### src/hw/rtl/assert_macros.svh
// ----------------------------------------------------------------------------
// Assertion macros
// Shared concurrent assertion helpers for the RTL.
// ----------------------------------------------------------------------------
`ifndef ASSERT_MACROS_SVH
`define ASSERT_MACROS_SVH

// implication checked on every clock, disabled in reset
`define ASSERT_IMPL(label, clk, rst_n, ante, cons) \
  label: assert property (@(posedge clk) disable iff (!rst_n) (ante) |-> (cons)) \
    else $error("assertion failed");

// next-cycle implication
`define ASSERT_NEXT(label, clk, rst_n, ante, cons) \
  label: assert property (@(posedge clk) disable iff (!rst_n) (ante) |=> (cons)) \
    else $error("assertion failed");

`endif

### src/hw/rtl/sfm_pkg.sv
// ----------------------------------------------------------------------------
// sfm_pkg
// Shared types and constants of the single-precision multiplier.
// ----------------------------------------------------------------------------
package sfm_pkg;

  localparam logic [9:0]  ExpOffset = 10'd129;
  localparam logic [22:0] FracOnes  = 23'h7FFFFF;
  localparam logic [7:0]  ExpMax    = 8'hFF;

  typedef struct packed {
    logic        sign;
    logic [7:0]  ea;
    logic [7:0]  eb;
    logic [23:0] ma;
    logic [23:0] mb;
  } unpacked_t;

endpackage

### src/hw/rtl/single_float_multiplier.sv
// ----------------------------------------------------------------------------
// single_float_multiplier
// Truncated single-precision multiplier, one item per cycle.
// ----------------------------------------------------------------------------
// Takes an item every cycle (busy_o is always low). The operands are
// registered in op_q on start_i, the product is formed by combinational logic
// and registered in prod_q; done_o strobes from done_q, behind vld_q, for one
// cycle. The receiver cannot stall, so no result is ever held back.
`include "assert_macros.svh"

module single_float_multiplier (
  input  logic        clk_i,
  input  logic        rst_ni,
  input  logic        start_i,
  output logic        busy_o,
  input  logic [31:0] operand_a_i,
  input  logic [31:0] operand_b_i,
  output logic        done_o,
  output logic [31:0] product_o
);

  sfm_pkg::unpacked_t op_d, op_q;
  logic               vld_q, done_q;
  logic [31:0]        prod_d, prod_q;

  assign busy_o = 1'b0;

  always_comb begin
    op_d.sign = operand_a_i[31] ^ operand_b_i[31];
    op_d.ea   = operand_a_i[30:23];
    op_d.eb   = operand_b_i[30:23];
    op_d.ma   = {1'b1, operand_a_i[22:0]};
    op_d.mb   = {1'b1, operand_b_i[22:0]};
  end

  sfm_core u_core (
    .op_i      (op_q),
    .product_o (prod_d)
  );

  always_ff @(posedge clk_i or negedge rst_ni) begin
    if (!rst_ni) begin
      vld_q  <= 1'b0;
      done_q <= 1'b0;
    end else begin
      vld_q  <= start_i;
      done_q <= vld_q;
    end
  end

  always_ff @(posedge clk_i) begin
    if (start_i) op_q <= op_d;
    if (vld_q) prod_q <= prod_d;
  end

  assign done_o    = done_q;
  assign product_o = prod_q;

  `ASSERT_NEXT(a_done_follows, clk_i, rst_ni, vld_q, done_o)
  `ASSERT_NEXT(a_no_spurious, clk_i, rst_ni, !vld_q, !done_o)
  `ASSERT_IMPL(a_never_busy, clk_i, rst_ni, 1'b1, !busy_o)

endmodule

### src/hw/rtl/sfm_core.sv
// ----------------------------------------------------------------------------
// sfm_core
// Combinational significand product, normalize, round and pack.
// ----------------------------------------------------------------------------
module sfm_core (
  input  sfm_pkg::unpacked_t op_i,
  output logic [31:0]        product_o
);

  logic [12:0] ah, bh;
  logic [10:0] al, bl;
  logic [25:0] hh;
  logic [23:0] hl, lh;
  logic [3:0]  ll;
  logic [27:0] m;
  logic [9:0]  ex;
  logic [7:0]  ex8;
  logic [22:0] hi_frac, lo_frac;
  logic [7:0]  e_out;
  logic [22:0] f_out;

  always_comb begin
    ah = op_i.ma[23:11];
    al = op_i.ma[10:0];
    bh = op_i.mb[23:11];
    bl = op_i.mb[10:0];
    hh = ah * bh;
    hl = ah * bl;
    lh = al * bh;
    ll = al[10:9] * bl[10:9];
    m  = {hh, 2'b00} + {13'd0, hl[23:9]} + {13'd0, lh[23:9]} + {26'd0, ll[3:2]};
    ex  = {2'b00, op_i.ea} + {2'b00, op_i.eb} + sfm_pkg::ExpOffset;
    ex8 = ex[7:0];
    hi_frac = m[26:4];
    lo_frac = m[25:3];
    if (op_i.ea == 8'd0 || op_i.eb == 8'd0 || ex[9:8] == 2'b00) begin
      e_out = 8'd0;
      f_out = 23'd0;
    end else if (ex[9]) begin
      e_out = sfm_pkg::ExpMax;
      f_out = 23'd0;
    end else if (m[27] && ex8 != sfm_pkg::ExpMax) begin
      if (m[3]) begin
        e_out = ex8 + 8'd1 + {7'd0, hi_frac == sfm_pkg::FracOnes};
        f_out = hi_frac + 23'd1;
      end else begin
        e_out = ex8 + 8'd1;
        f_out = hi_frac;
      end
    end else begin
      if (m[2]) begin
        e_out = ex8 + {7'd0, lo_frac == sfm_pkg::FracOnes};
        f_out = lo_frac + 23'd1;
      end else begin
        e_out = ex8;
        f_out = lo_frac;
      end
    end
    product_o = {op_i.sign, e_out, f_out};
  end

endmodule

### config.mk
export PLATFORM = sky130hd
export DESIGN_NAME = single_float_multiplier
export DESIGN_NICKNAME = d
export VERILOG_FILES = /design/src/hw/rtl/sfm_pkg.sv /design/src/hw/rtl/single_float_multiplier.sv /design/src/hw/rtl/sfm_core.sv
export VERILOG_INCLUDE_DIRS = /design/src /design/src/hw/rtl
export SDC_FILE = /design/constraint.sdc
export NUM_CORES = 1
export LEC_CHECK = 0
export BUFFER_PORTS_ARGS = -buffer_cell sky130_fd_sc_hd__buf_2
export CAP_MARGIN = 0
export CELL_PAD_IN_SITES_DETAIL_PLACEMENT = 0
export CELL_PAD_IN_SITES_GLOBAL_PLACEMENT = 1
export CORE_MARGIN = 1.5
export CORE_UTILIZATION = 43
export CTS_BUF_LIST = sky130_fd_sc_hd__clkbuf_8
export DETAILED_ROUTE_END_ITERATION = 10
export PLACE_DENSITY = 0.74
export SLEW_MARGIN = 30
export SYNTH_ARGS = -nofsm -noshare
export SYNTH_HDL_FRONTEND = slang
export SYNTH_HIERARCHICAL = 1
export SYNTH_SLANG_ARGS = --single-unit
### constraint.sdc
create_clock -name clk_i -period 11.2 [get_ports clk_i]
set_input_delay 1.12 -clock clk_i [delete_from_list [all_inputs] [get_ports clk_i]]
set_output_delay 1.12 -clock clk_i [all_outputs]
set_load 0.01 [all_outputs]
After elaboration in Yosys (flattened, before gate mapping)
Cells that the tools add are included.

Register bits after elaboration: 97. Word-level logic and storage cells: 42. Input port bits: 67. Output and inout bits: 34.

Multiply operators: 4. Bitwise logic cells: 1. Add/subtract/negate cells: 10. Equality and inequality tests: 3. Reduce and logical (&&, ||, !) cells: 7. Multiplexer cells: 7.

Operators by type and width (number): 2-to-1 mux 23 bit (3); adder 28 x 15 -> 28 bit (2); adder 23 x 1 -> 23 bit (second input constant) (2); == test 23 bit (second input constant) (2); 2-to-1 mux 8 bit (4); adder 28 x 2 -> 28 bit (1); multiplier 13 x 13 -> 26 bit (1); multiplier 11 x 13 -> 24 bit (1); multiplier 13 x 11 -> 24 bit (1); adder 8 x 1 -> 8 bit (2); zero test 8 bit (2); adder 10 x 8 -> 10 bit (second input constant) (1); adder 8 x 8 -> 9 bit (1); adder 8 x 1 -> 8 bit (second input constant) (1); inequality test 8 bit (second input constant) (1); multiplier 2 x 2 -> 4 bit (1); zero test 2 bit (1); logical OR 1 bit (2); OR reduction 2 bit (1); logical AND 1 bit (1); bitwise XOR 1 bit (1).

Longest topological paths before layout
Gate-level depths: netlist of run 1.

Depth after elaboration: 9. Depth in mapped cells: 47. Depth with buffers taken out: 45.

By module
Netlist of run 1, hierarchy kept.

By module, submodules not included: sfm_core (times used 1, area an instance 18398.9 µm², cells an instance 2193); single_float_multiplier (times used 1, area an instance 2926.6 µm², cells an instance 101).

Least setup slack after synthesis of run 1
No wires, ideal clock.

Path kind: flip-flop to flip-flop. Start: reg op_q[40] in the netlist's numbering. End: reg prod_q[29], in the netlist product_o[29] (data pin). Clock period less this slack: 10024 ps. Path slack: 1176 ps. Stages on the path, launching flop included: 44. Data arrival time: 9762 ps. Data required time: 10938 ps. Cells stage by stage: edfxtp_1 clkbuf_1 nand2_1 fa_1 fa_1 inv_1 ha_1 fa_1 inv_1 fa_1 inv_1 ha_1 a21o_1 a21oi_1 o21ai_0 a21oi_1 o21bai_1 a41o_1 (+8 left out) and3_1 and3_1 o21ai_0 o2111ai_1 nor2b_4 nand2_1 nor4_4 xor2_1 nand2_1 nor4b_1 ha_1 ha_1 nand2_1 or4_1 nand2_1 mux2_2 and4_1 nor3_1.

Word-level cells in the longest chain between the ends: 9. Elaborated cells on any way between the ends: 14. Those cells by class: add/sub: 5; mul: 2; eq/ne: 2; mux: 4; reduce/logical: 1.

RTL lines: start: declaration (RTL line single_float_multiplier.sv:22) `sfm_pkg::unpacked_t op_d, op_q;`; start signal: assignment (RTL line single_float_multiplier.sv:52) `if (start_i) op_q <= op_d;`; multiplier 13 x 11 -> 24 bit / multiplier 13 x 13 -> 26 bit (equally long branches) (RTL line sfm_core.sv:28, sfm_core.sv:27); adder 28 x 15 -> 28 bit * (2 in series) (RTL line sfm_core.sv:31) `m = {hh, 2'b00} + {13'd0, hl[23:9]} + {13'd0, lh[23:9]} + {26'd0, ll[3:2]};`; adder 28 x 2 -> 28 bit * (RTL line sfm_core.sv:31); == test 23 bit (on tied branches) (RTL line sfm_core.sv:52, sfm_core.sv:44); adder 8 x 1 -> 8 bit (on tied branches) (RTL line sfm_core.sv:52, sfm_core.sv:44); 2-to-1 mux 8 bit (on tied branches) (RTL line sfm_core.sv:51, sfm_core.sv:43); 2-to-1 mux 8 bit * (RTL line sfm_core.sv:42) `end else if (m[27] && ex8 != sfm_pkg::ExpMax) begin`; 2-to-1 mux 8 bit * (RTL line sfm_core.sv:39) `end else if (ex[9]) begin`; end signal: assignment (RTL line single_float_multiplier.sv:53) `if (vld_q) prod_q <= prod_d;`; end: declaration (RTL line single_float_multiplier.sv:24) `logic [31:0] prod_d, prod_q;`.

Every way passes the cells marked *; elsewhere a longest branch is shown, timed or not. A chain may end at the register's enable or synchronous reset.

Worst setup path in the final report of run 1
Start: reg op_q[42] in the netlist's numbering. End: reg prod_q[29], in the netlist product_o[29] (data pin).

The elaborated chain is that of the path after synthesis.

==> impl_metrics.toml, run 1 <==
[outcome]
status = "completed"

[sta]
slew_headroom = 0.4011
fin_crit_ps = 10490
hold_violations = 0
final-setup-viol-count = 0
rsz0062_at_grt = "no"
finClkSkew_ps = 30.43
slew_violations = 0
layout_setup_ws_ps = 706.1
hold_slack_ps = 441.0
fin_tns_setup_ps = 0
worstMarginPinSlew_ps = 898.4
max_freq_mhz = 95.29
period_share = 0.9370

[logic_synthesis]
netlist.top_cell.by_area = "fa_1"
synth_seq_cells = 97
yosysSeqAreaShare = 0.1361
ys_top_cells_by_area = "fa_1 (31%), edfxtp_1 (13%), ha_1 (13%), and2_1 (11%), inv_1 (7.6%)"
syn_area_um2 = 21330
ys_types = 83
yosysTopAreaCellShare = 0.3107
synth_flop_cell = "edfxtp_1"
synth_cells = 2294
synth_edf_count = 95
yosysWarnings = 6
avgSynthCellArea_um2 = 9.296
async_flop_share = 0.02062

[floorplan]
die_x_um = 225.7
rows = 81
io_pins = 101
die_h_um = 225.7
die_area_um2 = 50940
start_util = 0.4357
fp.coreArea_um2 = 48950

[layout]
final_cell_mix = "inv_1 (430), and2_1 (358), fa_1 (331)"
fin_util = 0.4711
layout_commonest_cell = "inv_1"
insertedDiodeCount = 0
area_growth_pct = 8.138
drive_gt1_frac = 0.09757
final_nets = 3008

[place]
gp_congestion = 0.8796
pre_cts_ws_ps = 355.7
hpwl_um = 42900
portBuffers = 99

[setup_path]
cpPeakStageDelay_ps = 630
crit_path_frequent_cell = "fa_1"
slowest_stage = "edfxtp_1"
cp-end-kind = "register"
cp.arrival_ps = 10690
required_ps = 11390
start_kind = "register"
critPathMaxFanout = 11
critical_path_class = "register to register"

[route]
routedWlPerCell_um = 17.11
drtPass1Iterations = 7
vias = 15417
routed_wirelength_um = 52230
routed_via_density = 5.051
ant_nets = 0
drc = 0
drtIter0Drc = 723

[grt]
grt_max_degree = 65
grt_pass1_wl_um = 85610
grt_pass1_vias = 16230
antenna_found_initial = 0
grt_util_all_layers = 0.2149
grt_overflow = 0

[min_path]
hold_path_class = "primary input to async pin"

[clock_tree]
clock_path_buffers = 2
insertion_delay_ps = 460
root_buffer = "clkbuf_8"
cts_tree = "yes"
clock-sinks = 97
cts_buffers = 9
clk_pin_slew_ps = 120
h-tree-depth = 3

[job]
maxCapViolCount = 0
final timing paths:
check / end / slack (ps) / startpoint / depth (start not counted)
setup / recovery: product_o[29]$_DFFE_PP_ / 710 / op_q[42]$_DFFE_PP_ / 38
max in group asynchronous: vld_q$_DFF_PN0_ / 10670 / rst_ni / 1
hold reg to reg: product_o[31]$_DFFE_PP_ / 450 / op_q[64]$_DFFE_PP_ / 0
hold / removal: done_o$_DFF_PN0_ / 440 / rst_ni / 1
setup reg to reg: product_o[29]$_DFFE_PP_ / 710 / op_q[42]$_DFFE_PP_ / 38
min in group clk_i: product_o[31]$_DFFE_PP_ / 450 / op_q[64]$_DFFE_PP_ / 0
cells by family after synthesis:
family | count (synthesis) | synth area share
AO/OA/AOI/OAI | 230 | 0.07739
buffers and inverters | 528 | 0.09511
flip-flops | 97 | 0.1361
adder cells (fa/ha/maj) | 558 | 0.4439
multiplexers | 12 | 0.005926
AND/OR/NAND/NOR | 752 | 0.1940
XOR/XNOR | 115 | 0.04723
other | 2 | 0.0003522
cells in the mapped netlist (all sizes together), types with 5 or more instances:
cell type	instances
nand2b	9
and2	360
xnor2	68
clkbuf	81
fa	331
a21oi	57
or2	11
a2111oi	5
buf	18
ha	227
nand4	20
nor3	29
a21boi	5
o21bai	8
mux2	5
o21ai	36
o211ai	9
edfxtp	95
or3	10
nand2	163
mux2i	7
xor2	47
and4	5
nor2b	9
o31ai	7
o21a	10
nor2	60
nand3	33
nor4	10
inv	429
a211oi	28
a21o	23
and3	21
critical path: cells and delay by family, from the launching register on:
kind	cells	cell delay [ps]
AO/OA/AOI/OAI	12	3010
XOR/XNOR	1	120
adder cells (fa/ha/maj)	10	3920
buffers and inverters	4	300
flip-flops	1	630
multiplexers	1	180
AND/OR/NAND/NOR	10	2060
registers in the layout, indices dropped and copies added, names as in the netlist:
signal	count
op_q	63
vld_q	1
product_o	32
done_o	1
per-stage QoR:
stage          instance area [µm²]  cells
6_report                     23060   3052
3_3_place_gp                 22550   3006
5_1_grt                      23060   3052
3_5_place_dp                 22550   3006
2_1_floorplan                21370   2305
4_1_cts                      22770   3022
final cells by class:
cell class                 count  area [µm²]
fill                        4730       25890
multi-input combinational   1680       16490
sequential                    97        2903
inverter                     429        1610
timing repair buffer         166        1007
tap                          664       830.8
clock buffer                   9       123.9
clock inverter                 7       93.84
timing repair:
item                                    4_1_cts  5_1_grt
setup buffers                                 0       30
hold buffers                                  0        0
endpoints found under the setup margin        0        7
gates resized for setup                       0       15
per-layer routing:
metal / vias up / track usage / part of all wire
met5: - / 0 / 0
met4: 0 / 0.05542 / 0.022
met3: 39 / 0.03409 / 0.039
met2: 270 / 0.3573 / 0.47
met1: 7688 / 0.2916 / 0.47
li1: 7420 / - / -
Power of run 1 is left out: the tool's default activity adds up to more than one toggle a clock period on the data nets, which glitch-free logic cannot reach.
==> inputs of run 2 (changes only) <==
CTS_BUF_LIST = not set   (was sky130_fd_sc_hd__clkbuf_8)
==> impl_metrics.toml, run 2 (synthesis results as in run 1) <==
[setup_path]
critical_path_class = "register to register"
cpPeakStageDelay_ps = 670
cp-end-kind = "register"
crit_buf_inv = 4
start_kind = "register"
critPathMaxFanout = 14
slowest_stage = "edfxtp_1"
crit_path_frequent_cell = "fa_1"
rrSetupSlack_ps = 690
cp.arrival_ps = 10650
required_ps = 11340
crit_family = "adder cells"

[grt]
grt_pass1_wl_um = 85780
antenna_found_initial = 0
grt_overflow = 0
grt_max_degree = 65
grt_util_all_layers = 0.2158
grt_pass1_vias = 16234

[clock_tree]
clock-sinks = 97
cts_buffers = 9
clk_pin_slew_ps = 80
postCtsHoldBufs = 0
root_buffer = "clkbuf_16"
h-tree-depth = 3
cts_tree = "yes"
insertion_delay_ps = 400
clock_path_buffers = 2

[place]
pre_cts_ws_ps = 355.7
gp_congestion = 0.8796
hpwl_um = 42900
portBuffers = 99

[route]
drc = 0
routedWlPerCell_um = 17.11
routed_via_density = 5.055
ant_nets = 0
vias = 15438
drtIter0Drc = 735
routed_wirelength_um = 52270
drtPass1Iterations = 7

[floorplan]
die_h_um = 225.7
start_util = 0.4357
io_pins = 101
die_x_um = 225.7
die_area_um2 = 50940
fp.coreArea_um2 = 48950
rows = 81

[outcome]
status = "completed"

[min_path]
hold_path_class = "register to register"

[sta]
worstMarginPinSlew_ps = 895.8
hold_violations = 0
fin_crit_ps = 10510
slew_headroom = 0.4028
period_share = 0.9387
max_freq_mhz = 95.12
rsz0062_at_grt = "no"
final-setup-viol-count = 0
fin_tns_setup_ps = 0
slew_violations = 0
finClkSkew_ps = 19.28
layout_setup_ws_ps = 686.5

[layout]
final_cell_mix = "inv_1 (429), and2_1 (358), fa_1 (331)"
top_register = "op_q"
final_nets = 3010
insertedDiodeCount = 0
area_growth_pct = 8.660
drive_gt1_frac = 0.09791
largest_reg_flops = 63
fin_util = 0.4734
layout_commonest_cell = "inv_1"
fillers = 4709

[job]
maxCapViolCount = 0
-- run 2: cell count changes in the layout (fill, tap and decap cells not counted) --
| cell | delta |
|---|---|
| inv_1 | -1 |
| clkbuf_1 | +1 |
| nor3_2 | -1 |
| clkbuf_8 | -9 |
| buf_4 | +2 |
| nor3_1 | +1 |
| clkbuf_16 | +9 |
-- run 2: stage by stage --
stage,instances,hold WS [ps],instance area (µm²)
after floorplan,2305,489.9,21370
after global placement,3006,406.9,22550
after detailed placement,3006,427.2,22550
after CTS,3022,448.2,22870
after global routing,3054,455.1,23170
final,3054,441.2,23170
-- run 2: worst paths after layout --
check | to | startpoint | cells past startpoint
setup / recovery | product_o[29]$_DFFE_PP_ | op_q[42]$_DFFE_PP_ | 38
hold reg to reg | product_o[31]$_DFFE_PP_ | op_q[64]$_DFFE_PP_ | 0
hold / removal | product_o[31]$_DFFE_PP_ | op_q[64]$_DFFE_PP_ | 0
max in group asynchronous | vld_q$_DFF_PN0_ | rst_ni | 1
setup reg to reg | product_o[29]$_DFFE_PP_ | op_q[42]$_DFFE_PP_ | 38
min in group asynchronous | done_o$_DFF_PN0_ | rst_ni | 1
-- run 2: routing by layer --
metal | track usage | up-vias | part of all wire
met5 | 0 | - | 0
met4 | 0.05737 | 0 | 0.022
met3 | 0.03539 | 40 | 0.040
met2 | 0.3581 | 265 | 0.47
met1 | 0.2919 | 7708 | 0.47
li1 | - | 7425 | -
-- run 2: final cells by class --
cell class / count / area, µm² / share of cell area
multi-input combinational: 1680 / 16490 / 0.7115
sequential: 97 / 2903 / 0.1253
inverter: 429 / 1610 / 0.06949
timing repair buffer: 168 / 1022 / 0.04411
tap: 664 / 830.8 / 0.03585
clock buffer: 10 / 229.0 / 0.009881
clock inverter: 6 / 90.09 / 0.003888
-- run 2: timing repair --
| action | CTS | global route |
|---|---|---|
| gates resized for setup | 0 | 14 |
| setup endpoints to repair | 0 | 7 |
| buffers inserted | 0 | 32 |
| hold endpoints to repair | 0 | 0 |
Power of run 2 is left out for the same reason.
==> inputs of run 3 (changes only) <==
HOLD_SLACK_MARGIN = 0.15   (was not set)
SYNTH_HIERARCHICAL = not set   (was 1)
==> impl_metrics.toml, run 3 <==
[logic_synthesis]
netlist.top_cell.by_area = "fa_1"
ys_types = 91
yosysTopAreaCellShare = 0.3161
synth_nets = 2893
async_flop_share = 0.02062
avgSynthCellArea_um2 = 9.215
syn_area_um2 = 20970
synth_cells = 2275
yosysWarnings = 0
synthTopCellsByCount = "inv_1 (444), fa_1 (331), nand2_1 (263), ha_1 (220), and2_1 (208)"
synth.most_common_cell = "inv_1"
ys_top_cells_by_area = "fa_1 (32%), edfxtp_1 (14%), ha_1 (13%), inv_1 (7.9%), and2_1 (6.2%)"
synth_seq_cells = 97
synth_flop_cell = "edfxtp_1"
yosysSeqAreaShare = 0.1385
synth_edf_count = 95

[place]
hpwl_um = 43410
portBuffers = 99
pre_cts_ws_ps = 44.80
gp_congestion = 0.8914

[route]
routed_via_density = 5.263
drc = 0
drtPass1Iterations = 5
routedWlPerCell_um = 17.59
vias = 15822
routed_wirelength_um = 52870
drtIter0Drc = 792
ant_nets = 0

[floorplan]
die_h_um = 223.8
die_x_um = 223.8
rows = 80
start_util = 0.4373
fp.coreArea_um2 = 47950
die_area_um2 = 50090
io_pins = 101

[setup_path]
cp-end-kind = "register"
cp.arrival_ps = 10880
start_kind = "register"
cpPeakStageDelay_ps = 550
slowest_stage = "fa_1"
critPathMaxFanout = 9
critical_path_class = "register to register"
crit_path_frequent_cell = "fa_1"
required_ps = 11460

[layout]
final_cell_mix = "inv_1 (444), fa_1 (331), nand2_1 (262)"
area_growth_pct = 9.835
insertedDiodeCount = 0
final_nets = 3004
largest_reg_flops = 63
drive_gt1_frac = 0.1146
layout_commonest_cell = "inv_1"
top_register = "op_q"

[clock_tree]
insertion_delay_ps = 410
root_buffer = "clkbuf_16"
cts_tree = "yes"
clk_pin_slew_ps = 90
clock_path_buffers = 2
h-tree-depth = 3
postCtsHoldBufs = 0
cts_buffers = 9
clock-sinks = 97

[sta]
period_share = 0.9479
slew_headroom = 0.4558
hold_violations = 0
worstMarginPinSlew_ps = 816.2
final-setup-viol-count = 0
fin_crit_ps = 10620
layout_setup_ws_ps = 583.8
fin_tns_setup_ps = 0
slew_violations = 0
hold_slack_ps = 436.7
max_freq_mhz = 94.20
finClkSkew_ps = 15.48

[grt]
antenna_found_initial = 4
grt_pass1_vias = 17105
grt_util_all_layers = 0.2258
grt_overflow = 0
grt_max_degree = 55
grt_pass1_wl_um = 88320

[outcome]
status = "completed"

[job]
maxCapViolCount = 0

[min_path]
hold_path_class = "register to register"
run 3: per-layer routing:
layer,GRT usage,vias up,wire (µm)
met1,0.2907,7968,23330
met4,0.05994,0,1186
li1,-,7454,-
met5,0,-,0
met3,0.03817,62,2389
met2,0.3924,338,25960
run 3: worst max-delay path: cells and delay by family, from the launching register on:
| kind | cells | cell delay [ps] |
|---|---|---|
| AO/OA/AOI/OAI | 13 | 3000 |
| XOR/XNOR | 2 | 380 |
| adder cells (fa/ha/maj) | 10 | 3880 |
| buffers and inverters | 5 | 400 |
| flip-flops | 1 | 400 |
| AND/OR/NAND/NOR | 11 | 2380 |
run 3: worst paths after layout:
| path | start | end | slack, ps | depth (start not counted) |
|---|---|---|---|---|
| min in group asynchronous | rst_ni | vld_q$_DFF_PN0_ | 480 | 1 |
| worst max-delay path | op_q[4]$_DFFE_PP_ | product_o[29]$_SDFFCE_PP0P_ | 580 | 41 |
| worst max register to register | op_q[4]$_DFFE_PP_ | product_o[29]$_SDFFCE_PP0P_ | 580 | 41 |
| worst min-delay path | op_q[64]$_DFFE_PP_ | product_o[31]$_DFFE_PP_ | 440 | 0 |
| worst min register to register | op_q[64]$_DFFE_PP_ | product_o[31]$_DFFE_PP_ | 440 | 0 |
| max in group asynchronous | rst_ni | vld_q$_DFF_PN0_ | 10620 | 1 |
run 3: area by class of cell:
| class | count | area (µm²) |
|---|---|---|
| multi-input combinational | 1646 | 16200 |
| fill | 4629 | 24920 |
| clock buffer | 9 | 225.2 |
| inverter | 444 | 1667 |
| sequential | 97 | 2904 |
| tap | 615 | 769.5 |
| clock inverter | 7 | 96.34 |
| timing repair buffer | 188 | 1165 |
run 3: what timing repair did:
item	4_1_cts	5_1_grt
resized for setup	0	31
setup buffers	0	24
setup endpoints to repair	0	8
run 3: cells by family after synthesis:
kind of cell	count (synthesis)	share of synthesized area
AO/OA/AOI/OAI	236	0.08003
XOR/XNOR	107	0.04506
adder cells (fa/ha/maj)	551	0.4474
multiplexers	21	0.01032
AND/OR/NAND/NOR	730	0.1811
flip-flops	97	0.1385
other	1	0.0001789
buffers and inverters	532	0.09752
run 3: stage by stage:
step	std cells	instance area [µm²]	utilization
3_3_place_gp	2966	22340	0.4659
6_report	3006	23030	0.4803
3_5_place_dp	2966	22350	0.4661
4_1_cts	2982	22670	0.4728
5_1_grt	3006	23030	0.4803
2_1_floorplan	2275	20970	-
Power of run 3 is left out for the same reason.
